### src/rtl/mafl_pkg.sv
// Package for the masked address filter table.
// Sizes, entry record, request opcodes and sequencer states; no dependencies.
package mafl_pkg;

  localparam int MASK_GROUPS  = 8;
  localparam int RULE_ENTRIES = 64;
  localparam int ADDR_W       = 32;
  localparam int VERD_W       = 2;
  localparam int OP_W         = 2;

  localparam int GRP_W = (MASK_GROUPS > 1) ? $clog2(MASK_GROUPS) : 1;
  localparam int CNT_W = $clog2(MASK_GROUPS + 1);
  localparam int IDX_W = (RULE_ENTRIES > 1) ? $clog2(RULE_ENTRIES) : 1;

  typedef enum logic [OP_W-1:0] {
    OP_CLEAR = 2'd0,
    OP_ADD   = 2'd1,
    OP_CHECK = 2'd2
  } op_t;

  typedef enum logic [2:0] {
    ST_IDLE,
    ST_GSCAN,
    ST_ESCAN,
    ST_EDRAIN,
    ST_WRITE,
    ST_RESP
  } state_t;

  typedef struct packed {
    logic [ADDR_W-1:0] key;
    logic [GRP_W-1:0]  grp;
    logic [VERD_W-1:0] verdict;
  } entry_t;

endpackage

### src/rtl/mafl_if.sv
// Request and result channel interfaces for the masked address filter table.
// Depends on mafl_pkg for field widths.
interface mafl_req_if;
  logic                        valid;
  logic                        ready;
  logic [mafl_pkg::OP_W-1:0]   operation;
  logic [mafl_pkg::ADDR_W-1:0] address;
  logic [mafl_pkg::ADDR_W-1:0] rule_mask;
  logic [mafl_pkg::VERD_W-1:0] rule_verdict;

  modport source (output valid, operation, address, rule_mask, rule_verdict, input ready);
  modport sink   (input valid, operation, address, rule_mask, rule_verdict, output ready);
endinterface

interface mafl_res_if;
  logic                        valid;
  logic                        ready;
  logic [mafl_pkg::VERD_W-1:0] verdict;
  logic                        matched;
  logic                        refused;

  modport source (output valid, verdict, matched, refused, input ready);
  modport sink   (input valid, verdict, matched, refused, output ready);
endinterface

### src/rtl/mafl_entry_ram.sv
// Rule entry store: one write port, one registered read port.
// Depends on mafl_pkg for the entry record and depth.
module mafl_entry_ram (
  input  logic                   clk,
  input  logic                   we,
  input  logic [mafl_pkg::IDX_W-1:0] waddr,
  input  mafl_pkg::entry_t       wdata,
  input  logic [mafl_pkg::IDX_W-1:0] raddr,
  output mafl_pkg::entry_t       rdata
);
  import mafl_pkg::*;

  entry_t mem [RULE_ENTRIES];

  always_ff @(posedge clk) begin
    if (we) begin
      mem[waddr] <= wdata;
    end
    rdata <= mem[raddr];
  end

endmodule

### src/rtl/mafl_match.sv
// Shared masked compare unit: (a AND m) equals b.
// Depends on mafl_pkg for the address width.
module mafl_match (
  input  logic [mafl_pkg::ADDR_W-1:0] a,
  input  logic [mafl_pkg::ADDR_W-1:0] m,
  input  logic [mafl_pkg::ADDR_W-1:0] b,
  output logic                        eq
);
  import mafl_pkg::*;

  assign eq = ((a & m) == b);

endmodule

### src/rtl/masked_address_filter_table.sv
// Masked address filter table: top level with the sequencer, group masks and valid bits.
// Depends on mafl_pkg, mafl_if, mafl_entry_ram and mafl_match.
//
// Usage:
//   in_req carries one request: clear, add rule or check address. out_res returns
//   exactly one result per request (verdict, matched, refused).
//   A request is taken only while the sequencer is idle. A clear or unused opcode
//   goes straight to the response state. A check walks the entry store once, one
//   entry per cycle through the single RAM read port. An add first steps through
//   the mask groups in use, one per cycle on the shared compare unit, then, unless
//   a new mask finds the group store full, walks the entry store and writes.
//   Reset empties the table at once (group count and entry valid bits cleared);
//   no clearing pass is needed.
//   The result sits in an output register. While it waits, the next request can
//   be taken; a finished result held up by a stalled receiver holds the
//   sequencer in its response state until the register frees.
module masked_address_filter_table (
  input  logic       clk,
  input  logic       rst_n,
  mafl_req_if.sink   in_req,
  mafl_res_if.source out_res
);
  import mafl_pkg::*;

  state_t state_r, state_nxt;

  logic [OP_W-1:0]   op_r, op_nxt;
  logic [ADDR_W-1:0] opa_r, opa_nxt;
  logic [ADDR_W-1:0] mask_r, mask_nxt;
  logic [VERD_W-1:0] verd_r, verd_nxt;

  logic [CNT_W-1:0]        count_r, count_nxt;
  logic [RULE_ENTRIES-1:0] valid_r, valid_nxt;
  logic [ADDR_W-1:0]       gm_r [MASK_GROUPS];

  logic [GRP_W-1:0] g_idx_r, g_idx_nxt;
  logic [GRP_W-1:0] grp_r, grp_nxt;
  logic             new_r, new_nxt;
  logic [IDX_W-1:0] scan_idx_r, scan_idx_nxt;
  logic             pipe_v_r, pipe_v_nxt;
  logic [IDX_W-1:0] pipe_idx_r, pipe_idx_nxt;

  logic              best_found_r, best_found_nxt;
  logic [GRP_W-1:0]  best_grp_r, best_grp_nxt;
  logic [VERD_W-1:0] best_verd_r, best_verd_nxt;
  logic              hit_r, hit_nxt;
  logic [IDX_W-1:0]  hit_idx_r, hit_idx_nxt;
  logic              free_found_r, free_found_nxt;
  logic [IDX_W-1:0]  free_idx_r, free_idx_nxt;
  logic              refused_r, refused_nxt;

  logic              out_valid_r, out_valid_nxt;
  logic [VERD_W-1:0] out_verdict_r, out_verdict_nxt;
  logic              out_matched_r, out_matched_nxt;
  logic              out_refused_r, out_refused_nxt;

  logic             ram_we;
  logic [IDX_W-1:0] ram_waddr;
  logic [IDX_W-1:0] ram_raddr;
  entry_t           ram_rd;
  entry_t           ram_wd;

  logic             gm_we;
  logic [GRP_W-1:0] gm_addr;
  logic [ADDR_W-1:0] gm_rd;

  logic [ADDR_W-1:0] cmp_a, cmp_m, cmp_b;
  logic              cmp_eq;
  logic              ent_valid;

  mafl_entry_ram u_ram (
    .clk   (clk),
    .we    (ram_we),
    .waddr (ram_waddr),
    .wdata (ram_wd),
    .raddr (ram_raddr),
    .rdata (ram_rd)
  );

  mafl_match u_match (
    .a  (cmp_a),
    .m  (cmp_m),
    .b  (cmp_b),
    .eq (cmp_eq)
  );

  assign ram_wd   = '{key: opa_r, grp: grp_r, verdict: verd_r};
  assign gm_addr  = (state_r == ST_GSCAN) ? g_idx_r : ram_rd.grp;
  assign gm_rd    = gm_r[gm_addr];
  assign ent_valid = valid_r[pipe_idx_r];

  // Shared compare: group search, or masked key against the entry read back.
  always_comb begin
    if (state_r == ST_GSCAN) begin
      cmp_a = mask_r;
      cmp_m = '1;
      cmp_b = gm_rd;
    end else begin
      cmp_a = opa_r;
      cmp_m = (op_r == OP_CHECK) ? gm_rd : '1;
      cmp_b = ram_rd.key;
    end
  end

  assign in_req.ready    = (state_r == ST_IDLE);
  assign out_res.valid   = out_valid_r;
  assign out_res.verdict = out_verdict_r;
  assign out_res.matched = out_matched_r;
  assign out_res.refused = out_refused_r;

  always_comb begin
    state_nxt       = state_r;
    op_nxt          = op_r;
    opa_nxt         = opa_r;
    mask_nxt        = mask_r;
    verd_nxt        = verd_r;
    count_nxt       = count_r;
    valid_nxt       = valid_r;
    g_idx_nxt       = g_idx_r;
    grp_nxt         = grp_r;
    new_nxt         = new_r;
    scan_idx_nxt    = scan_idx_r;
    pipe_v_nxt      = pipe_v_r;
    pipe_idx_nxt    = pipe_idx_r;
    best_found_nxt  = best_found_r;
    best_grp_nxt    = best_grp_r;
    best_verd_nxt   = best_verd_r;
    hit_nxt         = hit_r;
    hit_idx_nxt     = hit_idx_r;
    free_found_nxt  = free_found_r;
    free_idx_nxt    = free_idx_r;
    refused_nxt     = refused_r;
    out_valid_nxt   = out_valid_r;
    out_verdict_nxt = out_verdict_r;
    out_matched_nxt = out_matched_r;
    out_refused_nxt = out_refused_r;
    ram_we          = 1'b0;
    ram_waddr       = hit_idx_r;
    ram_raddr       = scan_idx_r;
    gm_we           = 1'b0;

    if (out_valid_r && out_res.ready) begin
      out_valid_nxt = 1'b0;
    end

    // Evaluate the entry read back in the previous cycle.
    if (pipe_v_r) begin
      if (op_r == OP_CHECK) begin
        if (ent_valid && cmp_eq && (!best_found_r || (ram_rd.grp < best_grp_r))) begin
          best_found_nxt = 1'b1;
          best_grp_nxt   = ram_rd.grp;
          best_verd_nxt  = ram_rd.verdict;
        end
      end else begin
        if (ent_valid && !new_r && !hit_r && (ram_rd.grp == grp_r) && cmp_eq) begin
          hit_nxt     = 1'b1;
          hit_idx_nxt = pipe_idx_r;
        end
        if (!ent_valid && !free_found_r) begin
          free_found_nxt = 1'b1;
          free_idx_nxt   = pipe_idx_r;
        end
      end
    end

    unique case (state_r)
      ST_IDLE: begin
        if (in_req.valid) begin
          op_nxt         = in_req.operation;
          opa_nxt        = (in_req.operation == OP_ADD) ?
                           (in_req.address & in_req.rule_mask) : in_req.address;
          mask_nxt       = in_req.rule_mask;
          verd_nxt       = in_req.rule_verdict;
          best_found_nxt = 1'b0;
          hit_nxt        = 1'b0;
          free_found_nxt = 1'b0;
          refused_nxt    = 1'b0;
          new_nxt        = 1'b0;
          scan_idx_nxt   = '0;
          g_idx_nxt      = '0;
          unique case (op_t'(in_req.operation))
            OP_CLEAR: begin
              valid_nxt = '0;
              count_nxt = '0;
              state_nxt = ST_RESP;
            end
            OP_ADD: begin
              if (count_r == '0) begin
                new_nxt   = 1'b1;
                grp_nxt   = '0;
                state_nxt = ST_ESCAN;
              end else begin
                state_nxt = ST_GSCAN;
              end
            end
            OP_CHECK: state_nxt = ST_ESCAN;
            default:  state_nxt = ST_RESP;
          endcase
        end
      end

      ST_GSCAN: begin
        if (cmp_eq) begin
          grp_nxt   = g_idx_r;
          state_nxt = ST_ESCAN;
        end else if ((CNT_W'(g_idx_r) + CNT_W'(1)) == count_r) begin
          if (count_r == CNT_W'(MASK_GROUPS)) begin
            // group store full: drop the add
            refused_nxt = 1'b1;
            state_nxt   = ST_RESP;
          end else begin
            new_nxt   = 1'b1;
            grp_nxt   = count_r[GRP_W-1:0];
            state_nxt = ST_ESCAN;
          end
        end else begin
          g_idx_nxt = g_idx_r + GRP_W'(1);
        end
      end

      ST_ESCAN: begin
        pipe_v_nxt   = 1'b1;
        pipe_idx_nxt = scan_idx_r;
        if (scan_idx_r == IDX_W'(RULE_ENTRIES - 1)) begin
          state_nxt = ST_EDRAIN;
        end else begin
          scan_idx_nxt = scan_idx_r + IDX_W'(1);
        end
      end

      ST_EDRAIN: begin
        pipe_v_nxt = 1'b0;
        state_nxt  = (op_r == OP_ADD) ? ST_WRITE : ST_RESP;
      end

      ST_WRITE: begin
        if (hit_r) begin
          ram_we    = 1'b1;
          ram_waddr = hit_idx_r;
        end else if (free_found_r) begin
          ram_we                = 1'b1;
          ram_waddr             = free_idx_r;
          valid_nxt[free_idx_r] = 1'b1;
          if (new_r) begin
            gm_we     = 1'b1;
            count_nxt = count_r + CNT_W'(1);
          end
        end else begin
          refused_nxt = 1'b1;
        end
        state_nxt = ST_RESP;
      end

      ST_RESP: begin
        if (!out_valid_r || out_res.ready) begin
          out_valid_nxt   = 1'b1;
          out_verdict_nxt = (op_r == OP_CHECK && best_found_r) ? best_verd_r : '0;
          out_matched_nxt = (op_r == OP_CHECK) && best_found_r;
          out_refused_nxt = (op_r == OP_ADD) && refused_r;
          state_nxt       = ST_IDLE;
        end
      end

      default: state_nxt = ST_IDLE;
    endcase
  end

  always_ff @(posedge clk) begin
    if (!rst_n) begin
      state_r      <= ST_IDLE;
      count_r      <= '0;
      valid_r      <= '0;
      pipe_v_r     <= 1'b0;
      out_valid_r  <= 1'b0;
      new_r        <= 1'b0;
      best_found_r <= 1'b0;
      hit_r        <= 1'b0;
      free_found_r <= 1'b0;
      refused_r    <= 1'b0;
    end else begin
      state_r      <= state_nxt;
      count_r      <= count_nxt;
      valid_r      <= valid_nxt;
      pipe_v_r     <= pipe_v_nxt;
      out_valid_r  <= out_valid_nxt;
      new_r        <= new_nxt;
      best_found_r <= best_found_nxt;
      hit_r        <= hit_nxt;
      free_found_r <= free_found_nxt;
      refused_r    <= refused_nxt;
    end
  end

  always_ff @(posedge clk) begin
    op_r          <= op_nxt;
    opa_r         <= opa_nxt;
    mask_r        <= mask_nxt;
    verd_r        <= verd_nxt;
    g_idx_r       <= g_idx_nxt;
    grp_r         <= grp_nxt;
    scan_idx_r    <= scan_idx_nxt;
    pipe_idx_r    <= pipe_idx_nxt;
    best_grp_r    <= best_grp_nxt;
    best_verd_r   <= best_verd_nxt;
    hit_idx_r     <= hit_idx_nxt;
    free_idx_r    <= free_idx_nxt;
    out_verdict_r <= out_verdict_nxt;
    out_matched_r <= out_matched_nxt;
    out_refused_r <= out_refused_nxt;
    if (gm_we) begin
      gm_r[grp_r] <= mask_r;
    end
  end

endmodule

### src/flat_wrapper.sv
// flat-port wrapper written by rule: the top's interface ports become plain ports
module masked_address_filter_table_flat import mafl_pkg::*;
  (clk, rst_n, in_req_valid, in_req_operation, in_req_address, in_req_rule_mask, in_req_rule_verdict, in_req_ready, out_res_valid, out_res_verdict, out_res_matched, out_res_refused, out_res_ready);
  mafl_req_if in_req_i ();
  mafl_res_if out_res_i ();
  input  logic clk;
  input  logic rst_n;
  input wire logic [$bits(in_req_i.valid)-1:0] in_req_valid;
  input wire logic [$bits(in_req_i.operation)-1:0] in_req_operation;
  input wire logic [$bits(in_req_i.address)-1:0] in_req_address;
  input wire logic [$bits(in_req_i.rule_mask)-1:0] in_req_rule_mask;
  input wire logic [$bits(in_req_i.rule_verdict)-1:0] in_req_rule_verdict;
  output wire logic [$bits(in_req_i.ready)-1:0] in_req_ready;
  output wire logic [$bits(out_res_i.valid)-1:0] out_res_valid;
  output wire logic [$bits(out_res_i.verdict)-1:0] out_res_verdict;
  output wire logic [$bits(out_res_i.matched)-1:0] out_res_matched;
  output wire logic [$bits(out_res_i.refused)-1:0] out_res_refused;
  input wire logic [$bits(out_res_i.ready)-1:0] out_res_ready;
  assign in_req_i.valid = in_req_valid;
  assign in_req_i.operation = in_req_operation;
  assign in_req_i.address = in_req_address;
  assign in_req_i.rule_mask = in_req_rule_mask;
  assign in_req_i.rule_verdict = in_req_rule_verdict;
  assign in_req_ready = in_req_i.ready;
  assign out_res_valid = out_res_i.valid;
  assign out_res_verdict = out_res_i.verdict;
  assign out_res_matched = out_res_i.matched;
  assign out_res_refused = out_res_i.refused;
  assign out_res_i.ready = out_res_ready;
  masked_address_filter_table u_core (.clk(clk), .rst_n(rst_n), .in_req(in_req_i), .out_res(out_res_i));
endmodule
### config.mk
export PLATFORM = sky130hd
export DESIGN_NAME = masked_address_filter_table_flat
export DESIGN_NICKNAME = d
export VERILOG_FILES = /design/src/rtl/mafl_pkg.sv /design/src/rtl/mafl_if.sv /design/src/rtl/mafl_entry_ram.sv /design/src/rtl/mafl_match.sv /design/src/rtl/masked_address_filter_table.sv /design/src/flat_wrapper.sv
export SDC_FILE = /design/constraint.sdc
export NUM_CORES = 2
export LEC_CHECK = 0
export BUFFER_PORTS_ARGS = -buffer_cell sky130_fd_sc_hd__buf_2
export CORE_ASPECT_RATIO = 0.9
export CORE_MARGIN = 4
export CORE_UTILIZATION = 63
export CTS_CLUSTER_SIZE = 24
export DETAILED_ROUTE_END_ITERATION = 12
export GPL_TIMING_DRIVEN = 1
export HOLD_SLACK_MARGIN = 0.02
export PLACE_DENSITY = 0.81
export SLEW_MARGIN = 20
export SYNTH_ARGS = -nofsm -noshare
export SYNTH_HDL_FRONTEND = slang
export SYNTH_SLANG_ARGS = --single-unit
### constraint.sdc
create_clock -name clk -period 7.2 [get_ports clk]
set_input_delay 0.72 -clock clk [delete_from_list [all_inputs] [get_ports clk]]
set_output_delay 0.72 -clock clk [all_outputs]
set_load 0.05 [all_outputs]
# After elaboration in Yosys (flattened, before gate mapping)

Memory sizes are Yosys's and may differ from the RTL's. A register that Yosys moved wholly into a read port is not among the register bits.
Cells that the tools add are included.

Bits in writable memories: 2624
Memories kept: 2
Word-level logic and storage cells: 203
Output and inout bits: 6
Register bits: 185

Memories:

| memory           | words | width | rd ports | clocked after Yosys merged registers in | write ports | RTL line                          | source |
|---|---|---|---|---|---|---|---|
| u_core.u_ram.mem | 64    | 37    | 1        | 1                                       | 1           | mafl_entry_ram.sv:13              | `entry_t mem [RULE_ENTRIES];` |
| u_core.gm_r      | 8     | 32    | 1        | 0                                       | 1           | masked_address_filter_table.sv:34 | `logic [ADDR_W-1:0] gm_r [MASK_GROUPS];` |

Reductions and logical operators: 40
Eq/ne operators: 32
$lt $le $gt $ge: 4
Bitwise gates (word level): 4
Add/sub/neg operators: 4
Multiplexer cells: 92

Operators by type and width:

| cell               | number |
|---|---|
| $mux 64            | 4 |
| $mux 32            | 5 |
| $pmux 64 s2        | 1 |
| $and 32x32->32     | 2 |
| $or 64x64->64      | 1 |
| $mux 3             | 16 |
| $mux 1             | 44 |
| $eq 32x32->1       | 1 |
| $mux 6             | 5 |
| $mux 4             | 5 |
| $ne 2x2->1 const B | 9 |
| $pmux 3 s2         | 3 |
| $pmux 3 s6         | 1 |
| $lt 6x7->1 const B | 2 |
| $ne 2x1->1 const B | 7 |
| $pmux 6 s2         | 1 |
| $reduce_and 3->1   | 4 |
| $reduce_and 6->1   | 2 |
| $logic_and 1x1->1  | 11 |
| $reduce_and 5->1   | 2 |
| $pmux 4 s2         | 1 |
| $reduce_and 4->1   | 2 |
| $reduce_bool 2->1  | 4 |
| $reduce_and 7->1   | 1 |
| 29 further kinds   | 42 |

# Depth between registers and ports, before layout

An unclocked memory read counts as a cell.

Depth in word-level cells: 14
Mapped depth: 16
Mapped depth without buffers: 12

# Hierarchy

From an unflattened synthesis, not the netlist that was laid out.

Cells, all modules: 5362
Area total of the unflattened synthesis: 109616.4 um2

By module, submodules not included:

| module                      | sequential area each (um2) | area each (um2) | times used | cells each |
|---|---|---|---|---|
| mafl_entry_ram              | 71848.9                    | 91092.4         | 1          | 4066 |
| masked_address_filter_table | 12462.0                    | 17925.9         | 1          | 1211 |
| mafl_match                  | 0.0                        | 598.1           | 1          | 85 |

# Least setup slack after synthesis

No wires, ideal clock.

Path type: register -> register
Start point: reg u_core.state_r[1]
End point: mem u_core.gm_r[0][0], enable pin
Cell stages (with the launch flop): 7
Arrival: 4.484 ns
Data required time: 6.698 ns
Period minus slack after synthesis: 4.986 ns
Slack: 2.214 ns
Setup time: 0.502 ns
Cells stage by stage: dfxtp_1 buf_6 clkbuf_1 nor2_1 nand3_1 clkbuf_1 nor4_1

Word-level cells in the longest chain between the ends: 4

RTL lines:

| item                         | RTL line                           | source |
|---|---|---|
| start, declared              | masked_address_filter_table.sv:25  | `state_t state_r, state_nxt;` |
| start signal, assigned       | masked_address_filter_table.sv:281 | `state_r <= state_nxt;` |
| $eq 3x3->1                   | masked_address_filter_table.sv:166 | `unique case (state_r)` |
| $mux 1                       | masked_address_filter_table.sv:166 |  |
| $mux 1                       | masked_address_filter_table.sv:310 | `if (gm_we) begin` |
| $mux 1 (not written as such) | masked_address_filter_table.sv:311 | `gm_r[grp_r] <= mask_r;` |
| end, declared                | masked_address_filter_table.sv:34  |  |

No other way between the ends.

# Final worst setup path

Start point: reg u_core.state_r[0]
End point: reg u_core.grp_r[2], enable pin

Word-level cells in the longest chain between the ends: 9

RTL lines:

| item                           | RTL line                                                                                                 | source |
|---|---|---|
| $eq 3x1->1                     | masked_address_filter_table.sv:88, masked_address_filter_table.sv:94, masked_address_filter_table.sv:166 |  |
| $mux 3                         | masked_address_filter_table.sv:88                                                                        | `assign gm_addr = (state_r == ST_GSCAN) ? g_idx_r : ram_rd.grp;` |
| $mem_v2 8x32                   | --                                                                                                       |  |
| $mux 32                        | masked_address_filter_table.sv:100                                                                       | `cmp_m = (op_r == OP_CHECK) ? gm_rd : '1;` |
| $mux 32                        | masked_address_filter_table.sv:94                                                                        | `if (state_r == ST_GSCAN) begin` |
| $and 32x32->32                 | mafl_match.sv:11                                                                                         | `assign eq = ((a & m) == b);` |
| $eq 32x32->1                   | mafl_match.sv:11                                                                                         |  |
| $ne 3x2->1 (no line)           | --                                                                                                       |  |
| $reduce_and 6->1 (no line) (*) | --                                                                                                       |  |
| end signal, assigned           | masked_address_filter_table.sv:300                                                                       | `grp_r <= grp_nxt;` |
| end, declared                  | masked_address_filter_table.sv:37                                                                        | `logic [GRP_W-1:0] grp_r, grp_nxt;` |

Mark *: on every way between the ends. The rest lies on a longest branch, timed or not.
A chain may end at the register's enable or synchronous reset.

==> impl_metrics.tcl <==
set metrics [dict create \
    clockRootBuffer "clkbuf_16" \
    p_clk_share_pct 28.4 \
    worst-setup-path-type "flip-flop to flip-flop" \
    syn-num-nets 5130 \
    drt_wl_total_microns 328000 \
    io_pins 78 \
    route.vias.total 59300 \
    synth_cells 5049 \
    grt_max_degree 142 \
    timing.fmax_ghz 0.171 \
    worstMarginPinSlew_ps 1190 \
    grt_pass1_wl_microns 457000 \
    io_buffers 77 \
    synth_ff_type "edfxtp_1" \
    clock_latency_ps 940 \
    yosysMostFrequentCell "edfxtp_1" \
    ys_ff_latch 2846 \
    avgSynthCellArea_sq_um 22.0 \
    hold_viol 0 \
    worstSetupStartpointType "flip-flop" \
    ctsHoldBuffers 25 \
    core_sq_um 176000 \
    synth_edf_count 2731 \
    clock_skew_ps 79.4 \
    antenna_found_initial 27 \
    p_leak_nw 39.1 \
    final_max_slew_viol_count 0 \
    gp_congestion 0.964 \
    status "finished, final reports clean" \
    switching_share_pct 32.6 \
    post-cts-setup-buffers 0 \
    finalSetupViolCount 0 \
    pwr-share-comb_pct 31.3 \
    synthArstFlopShare_pct 0 \
    synth_area_sq_um 111000 \
    maxCapViolations 0 \
    period_minus_slack_ps 5860 \
    post-route-drc-count 0 \
    numClockSinks 2846 \
    cp.arrival_ps 6380 \
    initial_core_util_pct 63.3 \
    die_width_microns 451 \
    h-tree-depth 5 \
    cts_resized 0 \
    die_h_microns 407 \
    dp.final_hpwl_microns 174000 \
    hold_path_class "primary input to flip-flop" \
    fin_nets 5443 \
    drt_iter0_drc 11500 \
    cts_made_buffers 283 \
    final_layout_size_suffix_gt1_share_pct 29.2 \
    place_ws_ps 1450 \
    rsz0062_at_grt "false" \
    pwr-share-seq_pct 40.3 \
    grt_use_total_pct 35.8 \
    ys_top_cells_by_area "edfxtp_1 74%, mux4_2 17%, dfxtp_1 2.1%, mux2i_1 0.72%, nor2_1 0.66%" \
    setup_slack_ps 1340 \
    ys_warn_count 0 \
    peakVddDrop_uv 402 \
    grt_pass1_vias 58200 \
    ant_nets 0 \
    wl_per_cell_microns 41.3 \
    grt_overflow_total 0 \
    end_kind "flip-flop" \
    cts_tree "done" \
    num_rows 146 \
    hold_slack_ps 69.1 \
    area_growth_pct 12.3 \
    p_int_w 0.0341 \
    synth_top_area_cell "edfxtp_1" \
    required_ps 7720 \
    post-route-period-util_pct 81.4 \
    yosysUniqueCellTypes 80 \
    clkSlewWorstSetupHoldPaths_ps 60 \
    yosysSeqAreaShare_pct 75.8 \
    total_power_w 0.0505 \
    tns_ps 0 \
    powerDensity_nw_per_um2 405 \
    p_switching_w 0.0165 \
    yosysTopAreaCellShare_pct 73.7 \
    cp_max_fo 37 \
    cts_max_path_buffers 4 \
    r2r_slack_ps 1340 \
    maxSlewHeadroom_pct 20.1 \
    firstDrtPassIters 11 \
    fp.dieArea_sq_um 183000 \
    viasPerCell 7.48 \
    synth_commonest_cells "2731 x edfxtp_1, 860 x mux4_2, 195 x nor2_1" \
]
[cells by family (layout without fill, tap and decap cells)]
| logic type | Yosys count | in the layout | synth area share, % |
|---|---|---|---|
| adders and majority gates | 9 | 9 | 0.101 |
| AOI/OAI and AO/OA | 349 | 349 | 2.11 |
| DFF | 2846 | 2846 | 75.8 |
| other | 0 | 11 | 0 |
| and+or+nand+nor | 528 | 528 | 2.22 |
| xor gates and xnor gates | 25 | 25 | 0.197 |
| buffers and inverters | 328 | 836 | 1.17 |
| muxes | 964 | 964 | 18.4 |
[registers in the layout, indices dropped and copies added, names as in the netlist, 3 cells and up]
signal,flops
u_core.free_idx_r,6
u_core.ram_raddr,6
u_core.grp_r,3
u_core.u_ram.rdata,37
u_core.pipe_idx_r,6
u_core.opa_r,32
u_core.best_grp_r,3
u_core.valid_r,64
u_core.u_ram.mem,2368
u_core.hit_idx_r,6
u_core.mask_r,32
u_core.count_r,4
u_core.g_idx_r,3
u_core.state_r,3
u_core.gm_r,256
[layer usage]
layer  GRT usage [%]  share of wire, %  routed length (microns)
met3            9.35                14                    44300
met2            56.0                48                   158000
met4            16.2               5.6                    18400
met5               0             0.029                       95
met1            48.6                33                   107000
[worst max-delay path, cell delays in order, from the launching register on]
cell and delay [ps]:
dfxtp_1 680, or3b_4 680, a21oi_4 920, mux2i_1 210, a32o_1 280, a221oi_1 410
xor2_1 130, o32ai_1 380, o2111ai_1 190, nor4_2 820, nor2_1 150, nor4_1 570
[worst paths after layout]
check | start | end | cells after the start
worst max-delay path | u_core.state_r[0]$_SDFFE_PN0P_ | u_core.grp_r[2]$_SDFFCE_PN0P_ | 11
worst min-delay path | in_req_rule_mask[0] | u_core.mask_r[0]$_DFFE_PP_ | 1
worst max register to register | u_core.state_r[0]$_SDFFE_PN0P_ | u_core.grp_r[2]$_SDFFCE_PN0P_ | 11
worst min register to register | u_core.valid_r[46]$_SDFFE_PN0P_ | u_core.valid_r[46]$_SDFFE_PN0P_ | 2
[placed cells by master (no fill, tap or decap), types with 9 or more instances in the layout]
cell type,n
clkbuf_16,291
o22ai_1,18
nor2_4,66
mux4_2,860
dfxtp_1,113
xor2_1,12
o21a_1,35
buf_4,160
nand2_1,140
nand4_1,10
buf_2,77
o21ai_0,42
mux2_2,22
nor3_1,25
and3_1,19
a21oi_1,105
ha_1,9
nor2_1,129
clkinv_2,45
inv_1,57
clkbuf_1,68
xnor2_1,13
nand2b_1,27
clkbuf_8,13
nand3_1,32
dlygate4sd3_1,26
o211ai_1,11
a31oi_1,22
mux2i_1,79
nor2b_1,21
a211oi_1,14
a221oi_1,9
edfxtp_1,2731
buf_12,23
diode_2,11
clkinv_1,43
bufinv_16,16
[per-stage QoR]
| stage | instance area (sq um) | utilization (%) | std cells |
|---|---|---|---|
| 2_1_floorplan | 111000 | - | 5049 |
| 3_3_place_gp | 116000 | 65.8 | 7401 |
| 3_5_place_dp | 116000 | 65.9 | 7411 |
| 4_1_cts | 125000 | 70.9 | 7916 |
| 5_1_grt | 125000 | 71.0 | 7930 |
| 6_report | 125000 | 71.0 | 7936 |
[power groups by stage]
stage	Combinational (W)	Clock [W]	Sequential, W
3_5_place_dp	0.0149	0	0.0207
5_1_grt	0.0163	0.0151	0.0204
2_1_floorplan	0.00926	0	0.0209
6_report	0.0158	0.0143	0.0204
4_1_cts	0.0154	0.0144	0.0203
3_3_place_gp	0.0145	0	0.0207
[final cells by class]
type,count,area [sq um]
antenna,11,27.5
clock buffer,372,7720
clock inverter,108,906
fill,9559,50900
inverter,60,226
multi-input combinational,1875,26200
sequential,2846,84300
tap,2368,2960
timing repair buffer,296,2520
(Power assumes the default switching activity.)
